<file path="src/hdl/i2a_pkg.sv">
`timescale 1ns / 1ps
// Shared constants, types and the digit-to-ASCII function of the integer formatter.
package i2a_pkg;

  localparam int unsigned MAG_W      = 64;
  localparam int unsigned VALUE_BITS = 64;
  localparam int unsigned MAX_FIELD  = 64;
  localparam int unsigned RUN_MAX    = 64;

  // octal always needs the most digit slots of the three radixes
  localparam int unsigned OCT_DIGITS = (VALUE_BITS + 2) / 3;
  localparam int unsigned DIG_SLOTS  = OCT_DIGITS;
  localparam int unsigned SLOT_BITS  = 4 * DIG_SLOTS;
  localparam int unsigned CNT_W      = $clog2(DIG_SLOTS + 1);
  localparam int unsigned BITCNT_W   = $clog2(VALUE_BITS + 1);
  localparam int unsigned LEN_W      = $clog2(RUN_MAX + 1);
  localparam int unsigned SUM_W      = LEN_W + 1;

  localparam logic [1:0] RADIX_DEC = 2'd0;
  localparam logic [1:0] RADIX_OCT = 2'd1;
  localparam logic [1:0] RADIX_HEX = 2'd2;

  localparam logic [7:0] CH_ZERO  = 8'h30;
  localparam logic [7:0] CH_SPACE = 8'h20;
  localparam logic [7:0] CH_MINUS = 8'h2D;
  localparam logic [7:0] CH_PLUS  = 8'h2B;
  localparam logic [7:0] CH_X_LO  = 8'h78;
  localparam logic [7:0] CH_X_UP  = 8'h58;
  localparam logic [7:0] CH_A_LO  = 8'h61;
  localparam logic [7:0] CH_A_UP  = 8'h41;

  typedef struct packed {
    logic              negative;
    logic [1:0]        opcode;
    logic              upper_case;
    logic [6:0]        field_width;
    logic signed [6:0] min_digits;
    logic              zero_fill;
    logic              align_left;
    logic              force_plus;
    logic              alternate;
    logic              is_zero;
  } fmt_t;

  typedef struct packed {
    logic             done;
    logic [CNT_W-1:0] ndig;
    logic [3:0]       top_digit;
  } dig_stat_t;

  function automatic logic [7:0] digit_char(input logic [3:0] d, input logic up);
    logic [7:0] base;
    base = up ? CH_A_UP : CH_A_LO;
    if (d < 4'd10) begin
      return CH_ZERO + 8'(d);
    end
    return base + 8'(d) - 8'd10;
  endfunction

endpackage

</file>
<file path="src/hdl/i2a_if.sv">
`timescale 1ns / 1ps
// Valid/ready channel interfaces for the number word in and the character word out.
interface i2a_in_if;
  logic                           valid;
  logic                           ready;
  logic [i2a_pkg::MAG_W-1:0]      magnitude;
  logic                           negative;
  logic [1:0]                     opcode;
  logic                           upper_case;
  logic [6:0]                     field_width;
  logic signed [6:0]              min_digits;
  logic                           zero_fill;
  logic                           align_left;
  logic                           force_plus;
  logic                           alternate;

  modport source (
    output valid, magnitude, negative, opcode, upper_case, field_width, min_digits,
           zero_fill, align_left, force_plus, alternate,
    input  ready
  );
  modport sink (
    input  valid, magnitude, negative, opcode, upper_case, field_width, min_digits,
           zero_fill, align_left, force_plus, alternate,
    output ready
  );
endinterface

interface i2a_out_if;
  logic       valid;
  logic       ready;
  logic [7:0] out_char;
  logic       last_char;

  modport source (output valid, out_char, last_char, input ready);
  modport sink (input valid, out_char, last_char, output ready);
endinterface

</file>
<file path="src/hdl/i2a_digits.sv">
`timescale 1ns / 1ps
// Digit register: bit-serial binary-to-BCD, octal/hex load, leading-zero strip, digit shift-out.
module i2a_digits (
  input  logic                             clk_i,
  input  logic                             rst_ni,
  input  logic                             start_i,
  input  logic [i2a_pkg::VALUE_BITS-1:0]   magnitude_i,
  input  logic [1:0]                       opcode_i,
  input  logic                             shift_i,
  output i2a_pkg::dig_stat_t               stat_o
);

  localparam logic [1:0] PH_IDLE   = 2'd0;
  localparam logic [1:0] PH_DABBLE = 2'd1;
  localparam logic [1:0] PH_NORM   = 2'd2;
  localparam logic [1:0] PH_DONE   = 2'd3;
  localparam int unsigned OCT_BITS = 3 * i2a_pkg::OCT_DIGITS;

  logic [1:0]                          phase_q, phase_d;
  logic [i2a_pkg::SLOT_BITS-1:0]       slots_q, slots_d;
  logic [i2a_pkg::SLOT_BITS-1:0]       adj, oct_load;
  logic [i2a_pkg::VALUE_BITS-1:0]      bits_q, bits_d;
  logic [i2a_pkg::BITCNT_W-1:0]        bitcnt_q, bitcnt_d;
  logic [i2a_pkg::CNT_W-1:0]           cnt_q, cnt_d;
  logic [OCT_BITS-1:0]                 mag_oct;
  logic [3:0]                          top_nib;

  assign mag_oct = OCT_BITS'(magnitude_i);
  assign top_nib = slots_q[i2a_pkg::SLOT_BITS-1 -: 4];

  always_comb begin
    for (int i = 0; i < i2a_pkg::DIG_SLOTS; i++) begin
      oct_load[4*i +: 4] = {1'b0, mag_oct[3*i +: 3]};
      adj[4*i +: 4] = (slots_q[4*i +: 4] >= 4'd5) ? slots_q[4*i +: 4] + 4'd3
                                                  : slots_q[4*i +: 4];
    end
  end

  always_comb begin
    phase_d  = phase_q;
    slots_d  = slots_q;
    bits_d   = bits_q;
    bitcnt_d = bitcnt_q;
    cnt_d    = cnt_q;
    if (start_i) begin
      cnt_d    = i2a_pkg::CNT_W'(i2a_pkg::DIG_SLOTS);
      bits_d   = magnitude_i;
      bitcnt_d = i2a_pkg::BITCNT_W'(i2a_pkg::VALUE_BITS);
      unique case (opcode_i)
        i2a_pkg::RADIX_OCT: begin
          slots_d = oct_load;
          phase_d = PH_NORM;
        end
        i2a_pkg::RADIX_HEX: begin
          slots_d = i2a_pkg::SLOT_BITS'(magnitude_i);
          phase_d = PH_NORM;
        end
        i2a_pkg::RADIX_DEC: begin
          slots_d = '0;
          phase_d = PH_DABBLE;
        end
        default: begin
          // reserved radix code runs as decimal
          slots_d = '0;
          phase_d = PH_DABBLE;
        end
      endcase
    end else begin
      unique case (phase_q)
        PH_DABBLE: begin
          // add-3 on every BCD digit of 5 or more, then shift the next binary bit in
          slots_d  = {adj[i2a_pkg::SLOT_BITS-2:0], bits_q[i2a_pkg::VALUE_BITS-1]};
          bits_d   = bits_q << 1;
          bitcnt_d = bitcnt_q - 1'b1;
          if (bitcnt_q == i2a_pkg::BITCNT_W'(1)) begin
            phase_d = PH_NORM;
          end
        end
        PH_NORM: begin
          if (cnt_q != '0 && top_nib == 4'd0) begin
            slots_d = slots_q << 4;
            cnt_d   = cnt_q - 1'b1;
          end else begin
            phase_d = PH_DONE;
          end
        end
        PH_DONE: begin
          if (shift_i) begin
            slots_d = slots_q << 4;
          end
        end
        PH_IDLE: begin
        end
      endcase
    end
  end

  always_ff @(posedge clk_i or negedge rst_ni) begin
    if (!rst_ni) begin
      phase_q <= PH_IDLE;
    end else begin
      phase_q <= phase_d;
    end
  end

  always_ff @(posedge clk_i) begin
    slots_q  <= slots_d;
    bits_q   <= bits_d;
    bitcnt_q <= bitcnt_d;
    cnt_q    <= cnt_d;
  end

  assign stat_o.done      = (phase_q == PH_DONE);
  assign stat_o.ndig      = cnt_q;
  assign stat_o.top_digit = top_nib;

endmodule

</file>
<file path="src/hdl/i2a_emit.sv">
`timescale 1ns / 1ps
// Field layout and character sequencer with the output word register.
module i2a_emit (
  input  logic                 clk_i,
  input  logic                 rst_ni,
  input  logic                 start_i,
  input  i2a_pkg::fmt_t        fmt_i,
  input  i2a_pkg::dig_stat_t   dig_i,
  output logic                 shift_o,
  output logic                 busy_o,
  i2a_out_if.source            out_o
);

  localparam logic [2:0] EP_IDLE  = 3'd0;
  localparam logic [2:0] EP_CALC1 = 3'd1;
  localparam logic [2:0] EP_CALC2 = 3'd2;
  localparam logic [2:0] EP_CALC3 = 3'd3;
  localparam logic [2:0] EP_RUN   = 3'd4;
  localparam int unsigned LW = i2a_pkg::LEN_W;
  localparam int unsigned SW = i2a_pkg::SUM_W;

  logic [2:0]                 phase_q, phase_d;
  logic [i2a_pkg::CNT_W-1:0]  ndig_q, ndig_d;
  logic [LW-1:0]              pz_q, pz_d;
  logic [1:0]                 plen_q, plen_d;
  logic [7:0]                 pre_q [3];
  logic [7:0]                 pre_d [3];
  logic                       zf_q, zf_d;
  logic [LW-1:0]              content_q, content_d;
  logic [LW-1:0]              b1_q, b1_d, b2_q, b2_d, b4_q, b4_d, b5_q, b5_d;
  logic [LW-1:0]              total_q, total_d;
  logic [LW-1:0]              idx_q, idx_d;
  logic                       valid_q, valid_d;
  logic [7:0]                 char_q, char_d;
  logic                       last_q, last_d;

  logic                       has_prec;
  logic [LW-1:0]              prec_l, ndig_l, pz_c;
  logic                       sign_on, hex_alt, oct_alt;
  logic [7:0]                 sign_ch, x_ch;
  logic [SW-1:0]              content_c;
  logic [LW-1:0]              fw_c, pad_c, lead_c, zpad_c, trail_c;
  logic [LW-1:0]              pre_off;
  logic                       load;

  assign has_prec = !fmt_i.min_digits[6];
  assign prec_l   = LW'(fmt_i.min_digits[5:0]);
  assign ndig_l   = LW'(ndig_q);
  assign pz_c     = (has_prec && prec_l > ndig_l) ? prec_l - ndig_l : '0;
  assign sign_on  = fmt_i.negative || fmt_i.force_plus;
  assign sign_ch  = fmt_i.negative ? i2a_pkg::CH_MINUS : i2a_pkg::CH_PLUS;
  assign x_ch     = fmt_i.upper_case ? i2a_pkg::CH_X_UP : i2a_pkg::CH_X_LO;
  assign hex_alt  = fmt_i.alternate && fmt_i.opcode == i2a_pkg::RADIX_HEX;
  // octal '0' only when the digits would not already open with a zero
  assign oct_alt  = fmt_i.alternate && fmt_i.opcode == i2a_pkg::RADIX_OCT && pz_c == '0
                    && !(fmt_i.is_zero && ndig_q != '0);

  assign content_c = SW'(plen_q) + SW'(pz_q) + SW'(ndig_q);

  assign fw_c    = (fmt_i.field_width > 7'(i2a_pkg::MAX_FIELD)) ? LW'(i2a_pkg::MAX_FIELD)
                                                               : LW'(fmt_i.field_width);
  assign pad_c   = (fw_c > content_q) ? fw_c - content_q : '0;
  assign lead_c  = (!fmt_i.align_left && !zf_q) ? pad_c : '0;
  assign zpad_c  = (!fmt_i.align_left && zf_q) ? pad_c : '0;
  assign trail_c = fmt_i.align_left ? pad_c : '0;

  assign load    = !valid_q || out_o.ready;
  assign pre_off = idx_q - b1_q;

  always_comb begin
    phase_d   = phase_q;
    ndig_d    = ndig_q;
    pz_d      = pz_q;
    plen_d    = plen_q;
    pre_d     = pre_q;
    zf_d      = zf_q;
    content_d = content_q;
    b1_d      = b1_q;
    b2_d      = b2_q;
    b4_d      = b4_q;
    b5_d      = b5_q;
    total_d   = total_q;
    idx_d     = idx_q;
    valid_d   = valid_q && !out_o.ready;
    char_d    = char_q;
    last_d    = last_q;
    shift_o   = 1'b0;

    unique case (phase_q)
      EP_IDLE: begin
        if (start_i) begin
          // zero prints one '0' unless the precision is exactly zero
          if (dig_i.ndig == '0 && !(has_prec && fmt_i.min_digits[5:0] == 6'd0)) begin
            ndig_d = i2a_pkg::CNT_W'(1);
          end else begin
            ndig_d = dig_i.ndig;
          end
          phase_d = EP_CALC1;
        end
      end
      EP_CALC1: begin
        pz_d   = pz_c;
        zf_d   = fmt_i.zero_fill && !has_prec;
        pre_d  = '{i2a_pkg::CH_ZERO, i2a_pkg::CH_ZERO, x_ch};
        plen_d = 2'd0;
        priority if (sign_on && hex_alt) begin
          pre_d  = '{sign_ch, i2a_pkg::CH_ZERO, x_ch};
          plen_d = 2'd3;
        end else if (sign_on && oct_alt) begin
          pre_d  = '{sign_ch, i2a_pkg::CH_ZERO, x_ch};
          plen_d = 2'd2;
        end else if (sign_on) begin
          pre_d  = '{sign_ch, i2a_pkg::CH_ZERO, x_ch};
          plen_d = 2'd1;
        end else if (hex_alt) begin
          pre_d  = '{i2a_pkg::CH_ZERO, x_ch, x_ch};
          plen_d = 2'd2;
        end else if (oct_alt) begin
          plen_d = 2'd1;
        end else begin
          plen_d = 2'd0;
        end
        phase_d = EP_CALC2;
      end
      EP_CALC2: begin
        // over-long run: drop precision zeros until it fits
        if (content_c > SW'(i2a_pkg::RUN_MAX)) begin
          pz_d      = LW'(SW'(i2a_pkg::RUN_MAX) - SW'(plen_q) - SW'(ndig_q));
          content_d = LW'(i2a_pkg::RUN_MAX);
        end else begin
          content_d = LW'(content_c);
        end
        phase_d = EP_CALC3;
      end
      EP_CALC3: begin
        b1_d    = lead_c;
        b2_d    = lead_c + LW'(plen_q);
        b4_d    = lead_c + LW'(plen_q) + zpad_c + pz_q;
        b5_d    = lead_c + LW'(plen_q) + zpad_c + pz_q + ndig_l;
        total_d = lead_c + content_q + zpad_c + trail_c;
        idx_d   = '0;
        phase_d = (lead_c + content_q + zpad_c + trail_c == '0) ? EP_IDLE : EP_RUN;
      end
      EP_RUN: begin
        if (load) begin
          valid_d = 1'b1;
          priority if (idx_q < b1_q) begin
            char_d = i2a_pkg::CH_SPACE;
          end else if (idx_q < b2_q) begin
            char_d = pre_q[pre_off[1:0]];
          end else if (idx_q < b4_q) begin
            char_d = i2a_pkg::CH_ZERO;
          end else if (idx_q < b5_q) begin
            char_d  = i2a_pkg::digit_char(dig_i.top_digit, fmt_i.upper_case);
            shift_o = 1'b1;
          end else begin
            char_d = i2a_pkg::CH_SPACE;
          end
          last_d = (idx_q == total_q - 1'b1);
          idx_d  = idx_q + 1'b1;
          if (idx_q == total_q - 1'b1) begin
            phase_d = EP_IDLE;
          end
        end
      end
      default: begin
        phase_d = EP_IDLE;
      end
    endcase
  end

  always_ff @(posedge clk_i or negedge rst_ni) begin
    if (!rst_ni) begin
      phase_q <= EP_IDLE;
      valid_q <= 1'b0;
    end else begin
      phase_q <= phase_d;
      valid_q <= valid_d;
    end
  end

  always_ff @(posedge clk_i) begin
    ndig_q    <= ndig_d;
    pz_q      <= pz_d;
    plen_q    <= plen_d;
    pre_q     <= pre_d;
    zf_q      <= zf_d;
    content_q <= content_d;
    b1_q      <= b1_d;
    b2_q      <= b2_d;
    b4_q      <= b4_d;
    b5_q      <= b5_d;
    total_q   <= total_d;
    idx_q     <= idx_d;
    char_q    <= char_d;
    last_q    <= last_d;
  end

  assign busy_o          = (phase_q != EP_IDLE);
  assign out_o.valid     = valid_q;
  assign out_o.out_char  = char_q;
  assign out_o.last_char = last_q;

endmodule

</file>
<file path="src/hdl/integer_to_ascii_formatter_top.sv">
`timescale 1ns / 1ps
// Path to the first character: decimal runs binary-to-BCD, then the leading-zero strip, then
// the layout start, the layout states and the output register; octal and hex skip the BCD.
// Throughput: one character word per cycle while the output is ready; one number at a time,
// so a new number is taken only after the last one's field has been sequenced.
// An empty field (zero, precision zero, width zero, no sign or prefix) emits no word at all.
// Reset: asynchronous, active low; clears the sequencers and the output valid.
module integer_to_ascii_formatter_top (
  input  logic        clk_i,
  input  logic        rst_ni,
  i2a_in_if.sink      in_i,
  i2a_out_if.source   out_o
);

  localparam logic [1:0] ST_IDLE = 2'd0;
  localparam logic [1:0] ST_CONV = 2'd1;
  localparam logic [1:0] ST_EMIT = 2'd2;

  logic [1:0]          state_q, state_d;
  i2a_pkg::fmt_t       fmt_q;
  i2a_pkg::dig_stat_t  dig_stat;
  logic                accept;
  logic                emit_start;
  logic                emit_busy;
  logic                dig_shift;

  assign in_i.ready = (state_q == ST_IDLE);
  assign accept     = in_i.valid && in_i.ready;
  assign emit_start = (state_q == ST_CONV) && dig_stat.done;

  always_comb begin
    state_d = state_q;
    unique case (state_q)
      ST_IDLE: if (accept) state_d = ST_CONV;
      ST_CONV: if (dig_stat.done) state_d = ST_EMIT;
      ST_EMIT: if (!emit_busy) state_d = ST_IDLE;
      default: state_d = ST_IDLE;
    endcase
  end

  always_ff @(posedge clk_i or negedge rst_ni) begin
    if (!rst_ni) begin
      state_q <= ST_IDLE;
    end else begin
      state_q <= state_d;
    end
  end

  always_ff @(posedge clk_i) begin
    if (accept) begin
      fmt_q.negative    <= in_i.negative;
      fmt_q.opcode      <= in_i.opcode;
      fmt_q.upper_case  <= in_i.upper_case;
      fmt_q.field_width <= in_i.field_width;
      fmt_q.min_digits  <= in_i.min_digits;
      fmt_q.zero_fill   <= in_i.zero_fill;
      fmt_q.align_left  <= in_i.align_left;
      fmt_q.force_plus  <= in_i.force_plus;
      fmt_q.alternate   <= in_i.alternate;
      fmt_q.is_zero     <= (in_i.magnitude[i2a_pkg::VALUE_BITS-1:0] == '0);
    end
  end

  i2a_digits u_digits (
    .clk_i       (clk_i),
    .rst_ni      (rst_ni),
    .start_i     (accept),
    .magnitude_i (in_i.magnitude[i2a_pkg::VALUE_BITS-1:0]),
    .opcode_i    (in_i.opcode),
    .shift_i     (dig_shift),
    .stat_o      (dig_stat)
  );

  i2a_emit u_emit (
    .clk_i   (clk_i),
    .rst_ni  (rst_ni),
    .start_i (emit_start),
    .fmt_i   (fmt_q),
    .dig_i   (dig_stat),
    .shift_o (dig_shift),
    .busy_o  (emit_busy),
    .out_o   (out_o)
  );

  // digits are only consumed once the digit register has settled
  assert property (@(posedge clk_i) disable iff (!rst_ni) dig_shift |-> dig_stat.done)
    else $error("digit shift before conversion finished");

  assert property (@(posedge clk_i) disable iff (!rst_ni)
                   (in_i.valid && in_i.ready) |-> !emit_busy)
    else $error("new word taken while the field is still being emitted");

  assert property (@(posedge clk_i) disable iff (!rst_ni)
                   $rose(emit_busy) |-> $past(dig_stat.done))
    else $error("layout started without a finished digit register");

endmodule
</file>
<file path="src/flat_wrapper.sv">
// flat-port wrapper written by rule: the top's interface ports become plain ports
module integer_to_ascii_formatter_top_flat 
  (clk_i, rst_ni, in_i_valid, in_i_magnitude, in_i_negative, in_i_opcode, in_i_upper_case, in_i_field_width, in_i_min_digits, in_i_zero_fill, in_i_align_left, in_i_force_plus, in_i_alternate, in_i_ready, out_o_valid, out_o_out_char, out_o_last_char, out_o_ready);
  i2a_in_if in_i_i ();
  i2a_out_if out_o_i ();
  input  logic clk_i;
  input  logic rst_ni;
  input wire logic [$bits(in_i_i.valid)-1:0] in_i_valid;
  input wire logic [$bits(in_i_i.magnitude)-1:0] in_i_magnitude;
  input wire logic [$bits(in_i_i.negative)-1:0] in_i_negative;
  input wire logic [$bits(in_i_i.opcode)-1:0] in_i_opcode;
  input wire logic [$bits(in_i_i.upper_case)-1:0] in_i_upper_case;
  input wire logic [$bits(in_i_i.field_width)-1:0] in_i_field_width;
  input wire logic [$bits(in_i_i.min_digits)-1:0] in_i_min_digits;
  input wire logic [$bits(in_i_i.zero_fill)-1:0] in_i_zero_fill;
  input wire logic [$bits(in_i_i.align_left)-1:0] in_i_align_left;
  input wire logic [$bits(in_i_i.force_plus)-1:0] in_i_force_plus;
  input wire logic [$bits(in_i_i.alternate)-1:0] in_i_alternate;
  output wire logic [$bits(in_i_i.ready)-1:0] in_i_ready;
  output wire logic [$bits(out_o_i.valid)-1:0] out_o_valid;
  output wire logic [$bits(out_o_i.out_char)-1:0] out_o_out_char;
  output wire logic [$bits(out_o_i.last_char)-1:0] out_o_last_char;
  input wire logic [$bits(out_o_i.ready)-1:0] out_o_ready;
  assign in_i_i.valid = in_i_valid;
  assign in_i_i.magnitude = in_i_magnitude;
  assign in_i_i.negative = in_i_negative;
  assign in_i_i.opcode = in_i_opcode;
  assign in_i_i.upper_case = in_i_upper_case;
  assign in_i_i.field_width = in_i_field_width;
  assign in_i_i.min_digits = in_i_min_digits;
  assign in_i_i.zero_fill = in_i_zero_fill;
  assign in_i_i.align_left = in_i_align_left;
  assign in_i_i.force_plus = in_i_force_plus;
  assign in_i_i.alternate = in_i_alternate;
  assign in_i_ready = in_i_i.ready;
  assign out_o_valid = out_o_i.valid;
  assign out_o_out_char = out_o_i.out_char;
  assign out_o_last_char = out_o_i.last_char;
  assign out_o_i.ready = out_o_ready;
  integer_to_ascii_formatter_top u_core (.clk_i(clk_i), .rst_ni(rst_ni), .in_i(in_i_i), .out_o(out_o_i));
endmodule
</file>
<file path="config.mk">
export PLATFORM = sky130hd
export DESIGN_NAME = integer_to_ascii_formatter_top_flat
export DESIGN_NICKNAME = d
export VERILOG_FILES = /design/src/hdl/i2a_pkg.sv /design/src/hdl/i2a_if.sv /design/src/hdl/i2a_digits.sv /design/src/hdl/i2a_emit.sv /design/src/hdl/integer_to_ascii_formatter_top.sv /design/src/flat_wrapper.sv
export SDC_FILE = /design/constraint.sdc
export NUM_CORES = 1
export LEC_CHECK = 0
export BUFFER_PORTS_ARGS = -buffer_cell sky130_fd_sc_hd__clkbuf_2
export CORE_ASPECT_RATIO = 1.1
export CORE_UTILIZATION = 43
export DETAILED_ROUTE_END_ITERATION = 8
export SKIP_CTS_REPAIR_TIMING = 1
export SYNTH_ARGS = -nofsm -noshare
export SYNTH_HDL_FRONTEND = slang
export SYNTH_SLANG_ARGS = --single-unit
</file>
<file path="constraint.sdc">
create_clock -name clk_i -period 15.45 [get_ports clk_i]
set_input_delay 1.545 -clock clk_i [delete_from_list [all_inputs] [get_ports clk_i]]
set_output_delay 1.545 -clock clk_i [all_outputs]
set_load 0.005 [all_outputs]
</file>
==> metrics.txt <==
data required time of the worst path=roughly 16000 ps; pre-CTS WS=9700 ps; I/O Pins=a little over 100; cts bufs inserted=35; status=finished clean; mean number of vias per cell=5.66; Final min period=5790 ps; Post-Syn Nets=2090; Pre-Repair DR Iteration Count=5; Finished Core Util=0.491; Die Footprint=around 42000 um^2; P per Cell Area=approximately 240 nW/um^2; DIE WIDTH=a little under 200 um; sequential share of the synthesized area=0.455; CTS tree=built; DR iter-0 viols=~990; Max Clock Freq=173 MHz; Peak VDD IR=125 uV; critical path peak fanout=7; Hold/Removal Path Class=reg -> reg; port bufs=approximately 100; layout cells sized above 1=0.0973; worst skew pair latency=around 540 ps; Arrival @ worst endpoint=6060 ps; Detail Placement HPWL=around 32 mm; GRT Residual Overflow=0; # fillers=3747; GP Congestion=slightly below 0.9; number of remaining DRC errors=0; setup TNS=0 ps; All-Layer GR Usage=0.218; Fin. Hold Viols=0; first-pass GRT wire length=72.9 mm; Mapped Area=approximately 18000 um^2; CTS max path bufs=3; ys async rst share=0.0292; max-cap violations=0; final net count=2162; max reg flops=88; EDFF count, synth=254; WS Path Type=reg -> reg; antenna cells=0; setup ws final=9660 ps; Clk Tree Root Cell=clkbuf_16; distinct cell type count after synthesis=78; Worst-path clk slew=60 ps; Yosys Warn Count=0; largest net degree at the start of global routing=114; htree depth=2; syn_area_per_cell=9.60 um^2; Final ANT Viol Nets=0; Worst Clk Skew=17.4 ps; slew margin rel.=0.245; worst slew pin tran=1130 ps; Final Routed Wirelength=approximately 45 mm; Placeable Area=40400 um^2; initial antenna violation count=0; Syn Inst Count=1846; Final setup viols=0; largest registers=u_core.u_digits.slots_q: 88 flops, u_core.u_digits.bits_q: 64 flops, u_core.fmt_q: 23 flops; critical path launch point type=register; post-route clock period utilization=0.375; via count=13900; Starting Density=0.439; Pins Over Slew Limit=0; Most flops, register=u_core.u_digits.slots_q; overall power=4.73 mW; clk sinks=about 270; crit path capture type=register; number of synthesized register bits=274; row cnt=77; area grow syn2layout=11.9%; vias in the first global route=13700; RSZ-0062 raised after global routing=no; Die H=215 um; static leakage=8.09 nW; routed wire length per instance=18.5 um; top_reg_cell synth=edfxtp_1
-- area by class of cell --
type	count	area [um^2]	share of cell area
Clock inverter	16	101	0.00511
Tap cell	513	642	0.0324
Timing Repair Buffer	110	578	0.0292
Clock buffer	46	1030	0.0521
Inverter	163	617	0.0311
Sequential cell	274	8070	0.407
Multi-Input combinational cell	1334	8780	0.443
-- through the flow --
| stage | instance area [um^2] | instances | hold slack (ps) |
|---|---|---|---|
| finish | 19800 | 2456 | 455 |
| floorplan | 17700 | 1846 | 441 |
| CTS | 19800 | 2456 | 456 |
| detailed placement | 18700 | 2394 | 439 |
| global placement | 18700 | 2394 | 444 |
| global route | 19800 | 2456 | 464 |
-- Yosys cell counts, drive strengths merged, types with 36 or more instances --
master	n	share of area
a21oi	183	0.052
a22oi	49	0.021
clkbuf	62	0.013
edfxtp	254	0.43
ha	127	0.090
inv	162	0.034
nand2	264	0.056
nand2b	36	0.013
nand3	39	0.011
nor2	142	0.030
o21ai	58	0.016
o22ai	36	0.013
xnor2	57	0.028
-- power by group --
group | internal, mW | total, mW | switching [mW]
clock | 0.487 | 0.810 | 0.323
sequential | 1.35 | 1.60 | 0.253
combinational | 0.904 | 2.31 | 1.41
-- placed cells by master (no fill, tap or decap), types with 7 or more instances in the layout --
cell	synthesis	final
dfrtp_1	8	8
ha_1	127	126
edfxtp_1	254	254
a21oi_1	182	182
a211oi_1	17	17
o22ai_1	36	36
buf_4	1	11
o21a_1	20	20
a31oi_1	34	34
and2_1	7	7
nor2_1	142	142
a21o_1	20	20
inv_1	162	161
o32a_1	9	9
xnor2_1	57	57
nor2b_1	16	15
nand2b_1	36	35
o31ai_1	12	12
nand2_1	264	263
o32ai_1	10	10
nand3b_1	10	10
a22oi_1	49	49
o21ai_0	56	55
nand3_1	39	39
clkinv_1	1	9
and3_1	8	8
dfxtp_1	12	12
fa_1	27	27
or3_1	22	22
xor2_1	19	19
nand4_1	8	8
nor3_1	14	14
clkbuf_2	0	99
nor4_1	22	22
clkbuf_16	0	40
-- worst paths after layout --
path	endpoint	cells past startpoint	startpoint	slack [ps]
min in group asynchronous	u_core.u_emit.out_o.valid	1	rst_ni	880
max in group asynchronous	u_core.state_q[0]	1	rst_ni	14350
setup reg to reg	u_core.u_emit.b5_q[6]	24	u_core.fmt_q[18]	9660
hold / removal	u_core.u_emit.ndig_q[4]	0	u_core.u_digits.cnt_q[4]	460
hold reg to reg	u_core.u_emit.ndig_q[4]	0	u_core.u_digits.cnt_q[4]	460
setup / recovery	u_core.u_emit.b5_q[6]	24	u_core.fmt_q[18]	9660
-- kinds of logic (layout without fill, tap and decap cells) --
| kind of cell | count (synthesis) | count (layout) | share of synthesized area |
|---|---|---|---|
| compound gates | 480 | 480 | 0.170 |
| simple gates | 618 | 618 | 0.161 |
| mux | 3 | 3 | 0.00268 |
| buf+inv | 238 | 335 | 0.0507 |
| fa+ha+maj | 154 | 154 | 0.120 |
| xor+xnor | 78 | 78 | 0.0394 |
| flops | 274 | 274 | 0.455 |
| other cells | 1 | 1 | 0.000212 |
-- per-layer routing --
layer	track usage	routed length (um)	part of all wire	up-vias
li1	-	-	-	6775
met1	0.293	20700	0.46	6692
met2	0.350	20800	0.46	354
met3	0.0334	2210	0.049	89
met4	0.0892	1580	0.035	0
met5	0	0	0	-
-- worst max-delay path, stage by stage, from the launching register on --
cell and delay (ps):
edfxtp_1 470, nand2b_1 200, inv_1 60, ha_1 280, and2b_1 160, o21a_1 200
o21ai_0 170, a21oi_1 210, o21bai_1 120, nor3_1 370, ha_1 250, inv_1 60
fa_1 430, nor3_1 230, mux2_4 190, xnor2_1 60, nor2_1 220, fa_1 460
ha_1 350, inv_1 50, o21a_1 200, nor3_1 280, o221ai_1 200, o2bb2ai_2 210
xnor2_1 90
(Power assumes the default switching activity.)
